### config.mk
export PLATFORM = sky130hd
export DESIGN_NAME = vision_aim_rotation_sequencer_top_flat
export DESIGN_NICKNAME = d
export VERILOG_FILES = /design/src/vars_pkg.sv /design/src/vars_if.sv /design/src/vision_aim_rotation_sequencer_top.sv /design/src/flat_wrapper.sv
export SDC_FILE = /design/constraint.sdc
export NUM_CORES = 1
export LEC_CHECK = 0
export BUFFER_PORTS_ARGS = -buffer_cell sky130_fd_sc_hd__buf_4
export CAP_MARGIN = 20
export CORE_UTILIZATION = 50
export CTS_CLUSTER_DIAMETER = 50
export DETAILED_ROUTE_END_ITERATION = 7
export HOLD_SLACK_MARGIN = 0.06
export PLACE_DENSITY = 0.67
export SYNTH_ARGS = -nofsm -noshare
export SYNTH_HDL_FRONTEND = slang
export SYNTH_SLANG_ARGS = --single-unit
export TNS_END_PERCENT = 5
### constraint.sdc
create_clock -name clk -period 12.85 [get_ports clk]
set_input_delay 2.57 -clock clk [delete_from_list [all_inputs] [get_ports clk]]
set_output_delay 2.57 -clock clk [all_outputs]
set_load 0.02 [all_outputs]
### src/vars_pkg.sv
// types and constants shared by the aiming sequencer and its channel interfaces
package vars_pkg;

    // field widths
    localparam int OFFSET_W  = 14;
    localparam int ROT_W     = 17;
    localparam int GAIN_W    = 16;
    localparam int TIMEOUT_W = 10;
    localparam int WAIT_W    = 3;
    localparam int CFG_IDX_W = 2;
    localparam int CFG_DAT_W = 16;

    // request opcodes
    localparam logic OP_TICK  = 1'b0;
    localparam logic OP_START = 1'b1;

    // drive command codes
    localparam logic [1:0] CMD_NONE = 2'd0;
    localparam logic [1:0] CMD_TURN = 2'd1;
    localparam logic [1:0] CMD_STOP = 2'd2;

    // configuration register indexes
    localparam logic [CFG_IDX_W-1:0] REG_GAIN    = 2'd0;
    localparam logic [CFG_IDX_W-1:0] REG_MIN_ROT = 2'd1;
    localparam logic [CFG_IDX_W-1:0] REG_MAX_ROT = 2'd2;
    localparam logic [CFG_IDX_W-1:0] REG_TIMEOUT = 2'd3;

    // configuration reset values
    localparam logic [GAIN_W-1:0]    GAIN_RST    = 16'd1114;
    localparam logic [GAIN_W-1:0]    MIN_ROT_RST = 16'd10813;
    localparam logic [GAIN_W-1:0]    MAX_ROT_RST = 16'd22938;
    localparam logic [TIMEOUT_W-1:0] TIMEOUT_RST = 10'd250;

    // Q15 full scale and the 0.5 degree deadband in Q8
    localparam logic [ROT_W-1:0]           FULL_Q15    = 17'd32768;
    localparam logic signed [OFFSET_W-1:0] DEADBAND_Q8 = 14'sd128;

    // tick counts for the wait mode
    localparam logic [WAIT_W-1:0] TURN_WAIT = 3'd2;
    localparam logic [WAIT_W-1:0] LOOK_WAIT = 3'd4;

    // reported mode codes
    localparam logic [2:0] PHASE_AIM     = 3'd0;
    localparam logic [2:0] PHASE_WAIT    = 3'd1;
    localparam logic [2:0] PHASE_RECHECK = 3'd2;
    localparam logic [2:0] PHASE_READY   = 3'd3;
    localparam logic [2:0] PHASE_DONE    = 3'd4;

    // sequencer modes, one-hot
    typedef enum logic [4:0] {
        PH_AIM     = 5'b00001,
        PH_WAIT    = 5'b00010,
        PH_RECHECK = 5'b00100,
        PH_READY   = 5'b01000,
        PH_DONE    = 5'b10000
    } phase_t;

    // one-hot mode to reported code
    function automatic logic [2:0] phase_code(input phase_t p);
        logic [2:0] code;
        case (p)
            PH_AIM:     code = PHASE_AIM;
            PH_WAIT:    code = PHASE_WAIT;
            PH_RECHECK: code = PHASE_RECHECK;
            PH_READY:   code = PHASE_READY;
            default:    code = PHASE_DONE;
        endcase
        return code;
    endfunction

endpackage

### src/vars_if.sv
// valid/ready channel interfaces for requests, results and register writes

interface vars_in_if;
    logic                                    valid;
    logic                                    ready;
    logic                                    op;
    logic signed [vars_pkg::OFFSET_W-1:0]    offset;
    logic                                    found;

    modport source (output valid, op, offset, found, input ready);
    modport sink   (input valid, op, offset, found, output ready);
endinterface

interface vars_out_if;
    logic                                    valid;
    logic                                    ready;
    logic [1:0]                              drive_cmd;
    logic signed [vars_pkg::ROT_W-1:0]       rotation;
    logic                                    ready_res;
    logic                                    finished;
    logic [2:0]                              phase;

    modport source (output valid, drive_cmd, rotation, ready_res, finished, phase,
                    input ready);
    modport sink   (input valid, drive_cmd, rotation, ready_res, finished, phase,
                    output ready);
endinterface

interface vars_cfg_if;
    logic                                    valid;
    logic                                    ready;
    logic [vars_pkg::CFG_IDX_W-1:0]          index;
    logic [vars_pkg::CFG_DAT_W-1:0]          data;

    modport source (output valid, index, data, input ready);
    modport sink   (input valid, index, data, output ready);
endinterface

### src/vision_aim_rotation_sequencer_top.sv
// vision aiming sequencer: mode sequencing and proportional turn command
//
// in_ch carries one request per item: a start (op = 1) or a loop tick with
// the target offset (Q8 degrees) and the found flag. out_ch returns exactly
// one result per request: drive command, Q15 rotation, ready pulse, finished
// flag and the mode after the step. cfg writes gain, min_rotation,
// max_rotation and timeout_ticks by index 0..3 and is always ready; it must be
// written only while no request is in flight, which the block does not enforce.
// A request is captured in an input register when accepted. Once the result
// register is empty or being taken, the request is evaluated against the
// sequencer state, that state is updated and the result register is loaded.
// Throughput is one request per cycle while the receiver takes every result:
// the single 17x14 multiply and the clip compares sit between the input
// register and the result register.
// When the receiver stalls, the result holds and the input register still
// takes one more request; in_ch.ready drops only when both are full.
// Reset clears both stages, loads the register defaults and leaves the
// sequencer in the done mode and not running.
module vision_aim_rotation_sequencer_top (
    input  logic              clk,
    input  logic              rst_n,
    vars_in_if.sink           in_ch,
    vars_out_if.source        out_ch,
    vars_cfg_if.sink          cfg
);

    localparam logic [vars_pkg::TIMEOUT_W-1:0] ELAPSED_MAX = '1;

    // configuration registers
    logic [vars_pkg::GAIN_W-1:0]    gain_reg;
    logic [vars_pkg::GAIN_W-1:0]    min_rot_reg;
    logic [vars_pkg::GAIN_W-1:0]    max_rot_reg;
    logic [vars_pkg::TIMEOUT_W-1:0] timeout_reg;

    // input stage
    logic                                   s1_valid_reg;
    logic                                   s1_op_reg;
    logic signed [vars_pkg::OFFSET_W-1:0]   s1_offset_reg;
    logic                                   s1_found_reg;

    // sequencer state
    vars_pkg::phase_t                  phase_reg, phase_next;
    vars_pkg::phase_t                  after_wait_reg, after_wait_next;
    logic [vars_pkg::WAIT_W-1:0]       wait_left_reg, wait_left_next, wait_dec;
    logic [vars_pkg::TIMEOUT_W-1:0]    elapsed_reg, elapsed_next;
    logic                              running_reg, running_next;

    // result register
    logic                                out_valid_reg;
    logic [1:0]                          cmd_reg, cmd_next;
    logic signed [vars_pkg::ROT_W-1:0]   rot_reg, rot_next;
    logic                                rdy_reg, rdy_next;
    logic                                fin_reg, fin_next;
    logic [2:0]                          code_reg;

    // turn arithmetic
    logic signed [30:0]                  product;
    logic signed [23:0]                  scaled;
    logic signed [23:0]                  min_ext;
    logic signed [23:0]                  turn_sum;
    logic [vars_pkg::ROT_W-1:0]          lim;
    logic signed [23:0]                  lim_ext;
    logic signed [vars_pkg::ROT_W-1:0]   turn_val;
    logic                                off_target;

    logic advance;

    // handshakes
    assign advance      = s1_valid_reg && (!out_valid_reg || out_ch.ready);
    assign in_ch.ready  = !s1_valid_reg || advance;
    assign cfg.ready    = 1'b1;

    // register writes
    always_ff @(posedge clk or negedge rst_n)
    begin
        if (!rst_n)
        begin
            gain_reg    <= vars_pkg::GAIN_RST;
            min_rot_reg <= vars_pkg::MIN_ROT_RST;
            max_rot_reg <= vars_pkg::MAX_ROT_RST;
            timeout_reg <= vars_pkg::TIMEOUT_RST;
        end
        else if (cfg.valid)
        begin
            case (cfg.index)
                vars_pkg::REG_GAIN:    gain_reg    <= cfg.data;
                vars_pkg::REG_MIN_ROT: min_rot_reg <= cfg.data;
                vars_pkg::REG_MAX_ROT: max_rot_reg <= cfg.data;
                vars_pkg::REG_TIMEOUT: timeout_reg <= cfg.data[vars_pkg::TIMEOUT_W-1:0];
                default:               gain_reg    <= gain_reg;
            endcase
        end
    end

    // input stage valid
    always_ff @(posedge clk or negedge rst_n)
    begin
        if (!rst_n)
            s1_valid_reg <= 1'b0;
        else if (in_ch.ready)
            s1_valid_reg <= in_ch.valid;
    end

    // input stage payload
    always_ff @(posedge clk)
    begin
        if (in_ch.ready && in_ch.valid)
        begin
            s1_op_reg     <= in_ch.op;
            s1_offset_reg <= in_ch.offset;
            s1_found_reg  <= in_ch.found;
        end
    end

    // deadband test
    assign off_target = s1_found_reg &&
                        (s1_offset_reg < -vars_pkg::DEADBAND_Q8 ||
                         s1_offset_reg > vars_pkg::DEADBAND_Q8);

    // gain times offset, floor shift by 9, then the minimum drive
    assign product  = $signed({1'b0, gain_reg}) * s1_offset_reg;
    assign scaled   = {{2{product[30]}}, product[30:9]};
    assign min_ext  = $signed({8'd0, min_rot_reg});
    assign turn_sum = (s1_offset_reg > 14'sd0) ? scaled + min_ext : scaled - min_ext;

    // clip to the rotation limit, itself capped at full scale
    assign lim     = ({1'b0, max_rot_reg} > vars_pkg::FULL_Q15) ? vars_pkg::FULL_Q15
                                                                 : {1'b0, max_rot_reg};
    assign lim_ext = $signed({7'd0, lim});

    always_comb
    begin
        if (turn_sum > lim_ext)
            turn_val = lim_ext[vars_pkg::ROT_W-1:0];
        else if (turn_sum < -lim_ext)
            turn_val = $signed(-lim_ext[vars_pkg::ROT_W-1:0]);
        else
            turn_val = turn_sum[vars_pkg::ROT_W-1:0];
    end

    // wait countdown
    assign wait_dec = (wait_left_reg != '0) ? wait_left_reg - 1'b1 : wait_left_reg;

    // sequencer step
    always_comb
    begin
        phase_next      = phase_reg;
        after_wait_next = after_wait_reg;
        wait_left_next  = wait_left_reg;
        elapsed_next    = elapsed_reg;
        running_next    = running_reg;
        cmd_next        = vars_pkg::CMD_NONE;
        rot_next        = '0;
        rdy_next        = 1'b0;
        fin_next        = 1'b0;
        if (s1_op_reg == vars_pkg::OP_START)
        begin
            phase_next      = vars_pkg::PH_AIM;
            after_wait_next = vars_pkg::PH_DONE;
            wait_left_next  = '0;
            elapsed_next    = '0;
            running_next    = 1'b1;
        end
        else if (running_reg)
        begin
            case (phase_reg)
                vars_pkg::PH_WAIT:
                begin
                    wait_left_next = wait_dec;
                    if (wait_dec == '0)
                        phase_next = after_wait_reg;
                end
                vars_pkg::PH_AIM:
                begin
                    if (off_target)
                    begin
                        rot_next        = turn_val;
                        cmd_next        = vars_pkg::CMD_TURN;
                        wait_left_next  = vars_pkg::TURN_WAIT;
                        after_wait_next = vars_pkg::PH_AIM;
                    end
                    else
                    begin
                        wait_left_next  = vars_pkg::LOOK_WAIT;
                        after_wait_next = vars_pkg::PH_RECHECK;
                    end
                    phase_next = vars_pkg::PH_WAIT;
                end
                vars_pkg::PH_RECHECK:
                    phase_next = off_target ? vars_pkg::PH_AIM : vars_pkg::PH_READY;
                vars_pkg::PH_READY:
                begin
                    rdy_next   = 1'b1;
                    phase_next = vars_pkg::PH_DONE;
                end
                default:
                begin
                    phase_next = vars_pkg::PH_DONE;
                    cmd_next   = vars_pkg::CMD_STOP;
                end
            endcase
            if (elapsed_reg != ELAPSED_MAX)
                elapsed_next = elapsed_reg + 1'b1;
            // finish on done or timeout, stop overrides a turn
            if (phase_next == vars_pkg::PH_DONE || elapsed_next >= timeout_reg)
            begin
                running_next = 1'b0;
                fin_next     = 1'b1;
                cmd_next     = vars_pkg::CMD_STOP;
                rot_next     = '0;
            end
        end
    end

    // sequencer state update
    always_ff @(posedge clk or negedge rst_n)
    begin
        if (!rst_n)
        begin
            phase_reg      <= vars_pkg::PH_DONE;
            after_wait_reg <= vars_pkg::PH_DONE;
            wait_left_reg  <= '0;
            elapsed_reg    <= '0;
            running_reg    <= 1'b0;
        end
        else if (advance)
        begin
            phase_reg      <= phase_next;
            after_wait_reg <= after_wait_next;
            wait_left_reg  <= wait_left_next;
            elapsed_reg    <= elapsed_next;
            running_reg    <= running_next;
        end
    end

    // result valid
    always_ff @(posedge clk or negedge rst_n)
    begin
        if (!rst_n)
            out_valid_reg <= 1'b0;
        else if (advance)
            out_valid_reg <= 1'b1;
        else if (out_ch.ready)
            out_valid_reg <= 1'b0;
    end

    // result payload
    always_ff @(posedge clk)
    begin
        if (advance)
        begin
            cmd_reg  <= cmd_next;
            rot_reg  <= rot_next;
            rdy_reg  <= rdy_next;
            fin_reg  <= fin_next;
            code_reg <= vars_pkg::phase_code(phase_next);
        end
    end

    assign out_ch.valid     = out_valid_reg;
    assign out_ch.drive_cmd = cmd_reg;
    assign out_ch.rotation  = rot_reg;
    assign out_ch.ready_res = rdy_reg;
    assign out_ch.finished  = fin_reg;
    assign out_ch.phase     = code_reg;

`ifndef SYNTH
    // a finished result always commands a stop
    a_fin_stops: assert property (@(posedge clk) disable iff (!rst_n)
        out_valid_reg && fin_reg |-> cmd_reg == vars_pkg::CMD_STOP)
        else $error("finished result without stop command");

    // rotation is only nonzero on a turn command
    a_rot_turn_only: assert property (@(posedge clk) disable iff (!rst_n)
        out_valid_reg && cmd_reg != vars_pkg::CMD_TURN |-> rot_reg == '0)
        else $error("rotation set without turn command");

    // the command ends only together with a finished result
    a_end_reports: assert property (@(posedge clk) disable iff (!rst_n)
        $fell(running_reg) |-> out_valid_reg && fin_reg)
        else $error("sequencer stopped without finished result");

    // a held request is never overwritten
    a_s1_holds: assert property (@(posedge clk) disable iff (!rst_n)
        s1_valid_reg && !advance |=> s1_valid_reg && $stable(s1_op_reg)
                                     && $stable(s1_offset_reg))
        else $error("pending request lost");
`endif

endmodule
### src/flat_wrapper.sv
// flat-port wrapper written by rule: the top's interface ports become plain ports
module vision_aim_rotation_sequencer_top_flat 
  (clk, rst_n, in_ch_valid, in_ch_op, in_ch_offset, in_ch_found, in_ch_ready, out_ch_valid, out_ch_drive_cmd, out_ch_rotation, out_ch_ready_res, out_ch_finished, out_ch_phase, out_ch_ready, cfg_valid, cfg_index, cfg_data, cfg_ready);
  vars_in_if in_ch_i ();
  vars_out_if out_ch_i ();
  vars_cfg_if cfg_i ();
  input  logic clk;
  input  logic rst_n;
  input wire logic [$bits(in_ch_i.valid)-1:0] in_ch_valid;
  input wire logic [$bits(in_ch_i.op)-1:0] in_ch_op;
  input wire logic [$bits(in_ch_i.offset)-1:0] in_ch_offset;
  input wire logic [$bits(in_ch_i.found)-1:0] in_ch_found;
  output wire logic [$bits(in_ch_i.ready)-1:0] in_ch_ready;
  output wire logic [$bits(out_ch_i.valid)-1:0] out_ch_valid;
  output wire logic [$bits(out_ch_i.drive_cmd)-1:0] out_ch_drive_cmd;
  output wire logic [$bits(out_ch_i.rotation)-1:0] out_ch_rotation;
  output wire logic [$bits(out_ch_i.ready_res)-1:0] out_ch_ready_res;
  output wire logic [$bits(out_ch_i.finished)-1:0] out_ch_finished;
  output wire logic [$bits(out_ch_i.phase)-1:0] out_ch_phase;
  input wire logic [$bits(out_ch_i.ready)-1:0] out_ch_ready;
  input wire logic [$bits(cfg_i.valid)-1:0] cfg_valid;
  input wire logic [$bits(cfg_i.index)-1:0] cfg_index;
  input wire logic [$bits(cfg_i.data)-1:0] cfg_data;
  output wire logic [$bits(cfg_i.ready)-1:0] cfg_ready;
  assign in_ch_i.valid = in_ch_valid;
  assign in_ch_i.op = in_ch_op;
  assign in_ch_i.offset = in_ch_offset;
  assign in_ch_i.found = in_ch_found;
  assign in_ch_ready = in_ch_i.ready;
  assign out_ch_valid = out_ch_i.valid;
  assign out_ch_drive_cmd = out_ch_i.drive_cmd;
  assign out_ch_rotation = out_ch_i.rotation;
  assign out_ch_ready_res = out_ch_i.ready_res;
  assign out_ch_finished = out_ch_i.finished;
  assign out_ch_phase = out_ch_i.phase;
  assign out_ch_i.ready = out_ch_ready;
  assign cfg_i.valid = cfg_valid;
  assign cfg_i.index = cfg_index;
  assign cfg_i.data = cfg_data;
  assign cfg_ready = cfg_i.ready;
  vision_aim_rotation_sequencer_top u_core (.clk(clk), .rst_n(rst_n), .in_ch(in_ch_i), .out_ch(out_ch_i), .cfg(cfg_i));
endmodule
After elaboration in Yosys (flattened, before gate mapping)
Cells that the tools add are included.
{ "word_totals": {"memories": 0, "inputBits": 39, "wordCells": 113, "romBits": 0, "ram_bits": 0, "register_bits": 124, "latchBits": 0, "output_inout_bits": 27} }
{ "classes": {"bitwise_logic": 3, "n_eq_ne": 13, "reduce_logical": 27, "n_mul": 1, "mux": 36, "magnitude_cmp": 7, "add_sub_neg": 6, "shift": 0, "div_mod_pow": 0} }
{ "ops": {"columns": ["operator", "count"], "rows": [
  ["$mux 10", 5],
  ["$mux 5", 8],
  ["$mux 17", 2],
  ["$mul 17x14->31", 1],
  ["$gt 24x18->1", 1],
  ["$lt 24x24->1", 1],
  ["$mux 24", 1],
  ["$neg 17->24", 1],
  ["$add 22x17->23", 1],
  ["$sub 22x17->23", 1],
  ["$neg 17->17", 1],
  ["$gt 16x16->1 const B", 1],
  ["$mux 16", 1],
  ["$mux 3", 5],
  ["$pmux 5 s3", 1],
  ["$gt 14x1->1 const B", 1],
  ["$gt 14x9->1 const B", 1],
  ["$lt 14x8->1 const B", 1],
  ["$pmux 3 s4", 1],
  ["$add 10x1->10 const B", 1],
  ["$eq 5x1->1 const B", 2],
  ["$eq 5x2->1 const B", 2],
  ["$eq 5x3->1 const B", 2],
  ["$eq 5x4->1 const B", 2],
  ["24 further kinds", 49]
]} }

Longest topological paths before layout
{ "logic_depth": {"ltp_word": 12, "ltp_mapped": 43, "depth_no_buf": 41} }

Least setup slack after synthesis
No wires, ideal clock.
{ "synth_timing": {"path_kind": "register -> register", "start": "register u_core.s1_offset_reg[13] (netlist bit)", "end": "register u_core.rot_reg, in the netlist u_core.out_ch.rotation[4], data pin", "required_time_ns": 12.678, "stages_incl_launch_ff": 37, "path_buffers": 2, "arrival_time_ns": 9.480, "slack_ns": 3.198, "cell_sequence": "edfxtp_1 -> clkbuf_1 -> clkinv_1 -> nor2_1 -> fa_1 -> fa_1 -> fa_1 -> fa_1 -> fa_1 -> inv_1 -> fa_1 -> inv_1 -> ha_1 -> a21oi_1 -> a21boi_0 -> a311oi_1 -> nand2_1 -> a21oi_1 -> nor3b_1 -> o31a_1 -> o21a_1 -> nor2_1 -> ha_1 -> a21o_1 -> o21a_1 -> a311o_1 -> a31oi_1 -> xnor3_1 -> ha_1 -> nand4_1 -> a211oi_1 -> or4b_4 -> o211a_1 -> buf_6 -> nand3_1 -> o21ai_0 -> a211oi_1"} }
{ "synth_via": {"elab_chain_cells": 10} }
{ "synth_lines": {"columns": ["item", "line", "rtl"], "rows": [
  ["from (decl)", "vision_aim_rotation_sequencer_top.sv:38", "logic signed [vars_pkg::OFFSET_W-1:0] s1_offset_reg;"],
  ["from (signal assigned)", "vision_aim_rotation_sequencer_top.sv:110", "s1_offset_reg <= in_ch.offset;"],
  ["branches (longest 10 deep; another with $mul 17x14->31)", null, null],
  ["to (signal assigned)", "vision_aim_rotation_sequencer_top.sv:253", "rot_reg <= rot_next;"],
  ["to (decl)", "vision_aim_rotation_sequencer_top.sv:51", "logic signed [vars_pkg::ROT_W-1:0] rot_reg, rot_next;"]
]} }
Several ways; the timed one is not identified. The select of a mux whose other input is x is not followed.
A chain may end at the register's enable or synchronous reset.

Final worst setup path
{ "layout_timing": {"start": "register u_core.s1_offset_reg[13] (netlist bit)", "end": "register u_core.rot_reg, in the netlist u_core.out_ch.rotation[3], data pin"} }
Same word-level chain as after synthesis.

==> flow_summary.json <==
{
  "globalRouteTotalUtil": 0.2593,
  "numCtsBuffers": 17,
  "path_clk_slew_ns": 0.07,
  "fp.dieArea_mm2": 0.03267,
  "syn_area_mm2": 0.01598,
  "drt_iter0_drc": 908,
  "ys_ff_latch": 122,
  "rsz0062_at_grt": "no",
  "synth_cells": 1698,
  "antenna_found_initial": 1,
  "grt_pass1_vias": 12630,
  "fin_ws_ns": 1.702,
  "port_buffers": 64,
  "drv_slew": 0,
  "timing.fmax_ghz": 0.08971,
  "ys_seq_area_frac": 0.2059,
  "fillCellCount": 2776,
  "drive_gt1_frac": 0.1247,
  "r2r_setup_slack_ns": 1.70,
  "setup_viol": 0,
  "crit_top_cell": "fa_1",
  "largest_reg_flops": 17,
  "r2r_start": "u_core.s1_offset_reg[13]",
  "synth_nets": 2087,
  "grt_max_degree": 63,
  "finalWirelength_um": 40470,
  "ys_warn_count": 0,
  "r2r_cells": 34,
  "async_flop_share": 0.6721,
  "drc": 0,
  "postCtsSetupBuffers": 0,
  "via_per_inst": 5.799,
  "cts-root-buf": "clkbuf_16",
  "hold_viol_final": 0,
  "start_kind": "flop",
  "fin_worst_skew_ns": 0.01330,
  "critPathMaxStageDelay_ns": 0.74,
  "ant_nets": 0,
  "crit_required_ns": 13.11,
  "tns_ns": 0,
  "globalplace.congestion": 0.9208,
  "place_ws_ns": 1.826,
  "die_w_um": 180.8,
  "post_dp_cell_area_mm2": 0.01676,
  "cts_sinks": 122,
  "synth_edf_count": 40,
  "syn_to_final_growth_pct": 8.825,
  "start_util": 0.5077,
  "status": "complete, no violations",
  "clockBufferDepth": 2,
  "core_mm2": 0.03147,
  "first_pass_iters": 6,
  "critPathSlowestCell": "edfxtp_1",
  "fin_crit_ns": 11.15,
  "synthDistinctLibCells": 86,
  "cts_hold_buffers": 0,
  "syn_area_per_cell_um2": 9.410,
  "pin_count": 66,
  "period_share": 0.8675,
  "end_kind": "flop",
  "htreeDepth": 4,
  "num_rows": 65,
  "relSlewSlack": 0.3414,
  "critPathKind": "flop to flop",
  "antenna_cells": 0,
  "whs_endpoint": "u_core.out_ch.valid",
  "rr_endpoint": "u_core.out_ch.rotation[3]",
  "drv_cap": 0,
  "cts_tree": "yes",
  "cp.arrival_ns": 11.40,
  "grt_pass1_wl_um": 66710,
  "grt-ovfl-total": 0,
  "hold_path.startpoint": "u_core.s1_valid_reg",
  "synth_flop_cell": "dfrtp_1",
  "worst_pin_slew_ns": 0.9880,
  "finalInstanceArea_mm2": 0.01739,
  "die_y_um": 180.8,
  "dr_total_vias": 12420,
  "critical_path_peak_fanout": 13,
  "hpwl_um": 30700,
  "cts_resized": 0,
  "wire_per_inst_um": 18.89,
  "hold_path_depth": 1,
  "clk_latency_ns": 0.44,
  "hold_class": "flop to flop",
  "final_util": 0.5525,
  "finalNetCount": 2116
}
==> cell usage in the layout (no fill, tap or decap), types with 5 or more instances in the layout <==
cell,instances
a211oi_1,15
a21o_1,24
a21oi_1,70
a22o_1,10
a22oi_1,5
and2_1,125
and3_1,7
buf_4,72
clkbuf_16,20
dfrtp_1,53
dfstp_2,29
edfxtp_1,40
fa_1,166
ha_1,184
inv_1,216
mux2_2,59
nand2_1,145
nand2b_1,25
nand3_1,28
nand3b_1,5
nand4_1,15
nor2_1,84
nor2b_1,14
nor3_1,39
o211ai_1,10
o21a_1,17
o21ai_0,66
o21ai_1,15
o31ai_1,6
or3_1,9
or4_1,5
xnor2_1,40
xor2_1,22
==> Yosys cell counts (5+ instances only) <==
cell type / n / area, µm²
xnor2_1: 40 / 350.3
a22o_1: 10 / 87.58
a21o_1: 24 / 180.2
ha_1: 184 / 2302
nor3_1: 39 / 195.2
clkbuf_1: 52 / 195.2
nand2_1: 145 / 544.3
nor2_1: 84 / 315.3
a22oi_1: 5 / 37.54
fa_1: 166 / 3323
inv_1: 216 / 810.8
o31ai_1: 6 / 45.04
a211oi_1: 15 / 112.6
or3_1: 9 / 56.30
or4_1: 5 / 37.54
and3_1: 7 / 43.79
dfrtp_1: 53 / 1326
mux2_2: 59 / 664.4
a21oi_1: 70 / 350.3
nand3b_1: 5 / 37.54
o21ai_0: 66 / 330.3
and2_1: 125 / 782.0
o21a_1: 17 / 127.6
nand2b_1: 25 / 156.4
o21ai_1: 15 / 75.07
nand3_1: 28 / 140.1
o211ai_1: 10 / 75.07
nor2b_1: 14 / 87.58
dfstp_2: 29 / 762.0
nand4_1: 15 / 93.84
edfxtp_1: 40 / 1201
xor2_1: 22 / 192.7
==> kinds of logic after synthesis <==
kind of cell | share of synthesized area
AO/OA/AOI/OAI | 0.1227
XOR/XNOR | 0.03782
adder cells (fa/ha/maj) | 0.3521
buffers and inverters | 0.06774
flip-flops | 0.2059
multiplexers | 0.04409
other | 0.0002347
AND/OR/NAND/NOR | 0.1695
==> layer usage <==
layer / vias up / global-route usage / routed length, µm
li1: 5792 / - / -
met1: 6163 / 0.3583 / 18170
met5: - / 0 / 13
met4: 2 / 0.08239 / 929
met3: 71 / 0.04394 / 2210
met2: 394 / 0.4148 / 19150
==> layout make-up <==
cell class                 count  area (µm²)  area share
inverter                     219       822.0     0.04728
multi-input combinational   1295       11610      0.6678
clock inverter                 7       72.57    0.004174
tap                          402       503.0     0.02893
clock buffer                  25       549.3     0.03159
timing repair buffer          72       540.5     0.03109
sequential                   122        3289      0.1892
==> stage by stage <==
| stage | hold WS [ns] | std cells |
|---|---|---|
| 3_5_place_dp | 0.4879 | 2109 |
| 3_3_place_gp | 0.4708 | 2109 |
| 2_1_floorplan | 0.4572 | 1698 |
| 5_1_grt | 0.5171 | 2142 |
| 6_report | 0.4923 | 2142 |
| 4_1_cts | 0.4923 | 2141 |
==> critical path: cells and delay by family (launching register included) <==
family,cells,cell delay [ns]
compound gates,14,3.94
flops,1,0.74
buf+inv,3,0.53
simple gates,7,1.29
fa+ha+maj,9,4.09
xor+xnor,1,0.34
==> worst max path at each step <==
stage,from,cells past startpoint,to
after CTS,u_core.s1_offset_reg[13],34,u_core.out_ch.rotation[3]
after detailed placement,u_core.s1_offset_reg[13],33,u_core.out_ch.rotation[16]
after global placement,u_core.s1_offset_reg[13],34,u_core.out_ch.rotation[9]
after global routing,u_core.s1_offset_reg[13],34,u_core.out_ch.rotation[16]
after floorplan,u_core.s1_offset_reg[13],36,u_core.out_ch.rotation[4]
final,u_core.s1_offset_reg[13],34,u_core.out_ch.rotation[3]
Power is not shown: default switching activity piles up to over one toggle a cycle in this logic, so the estimate is an artifact.
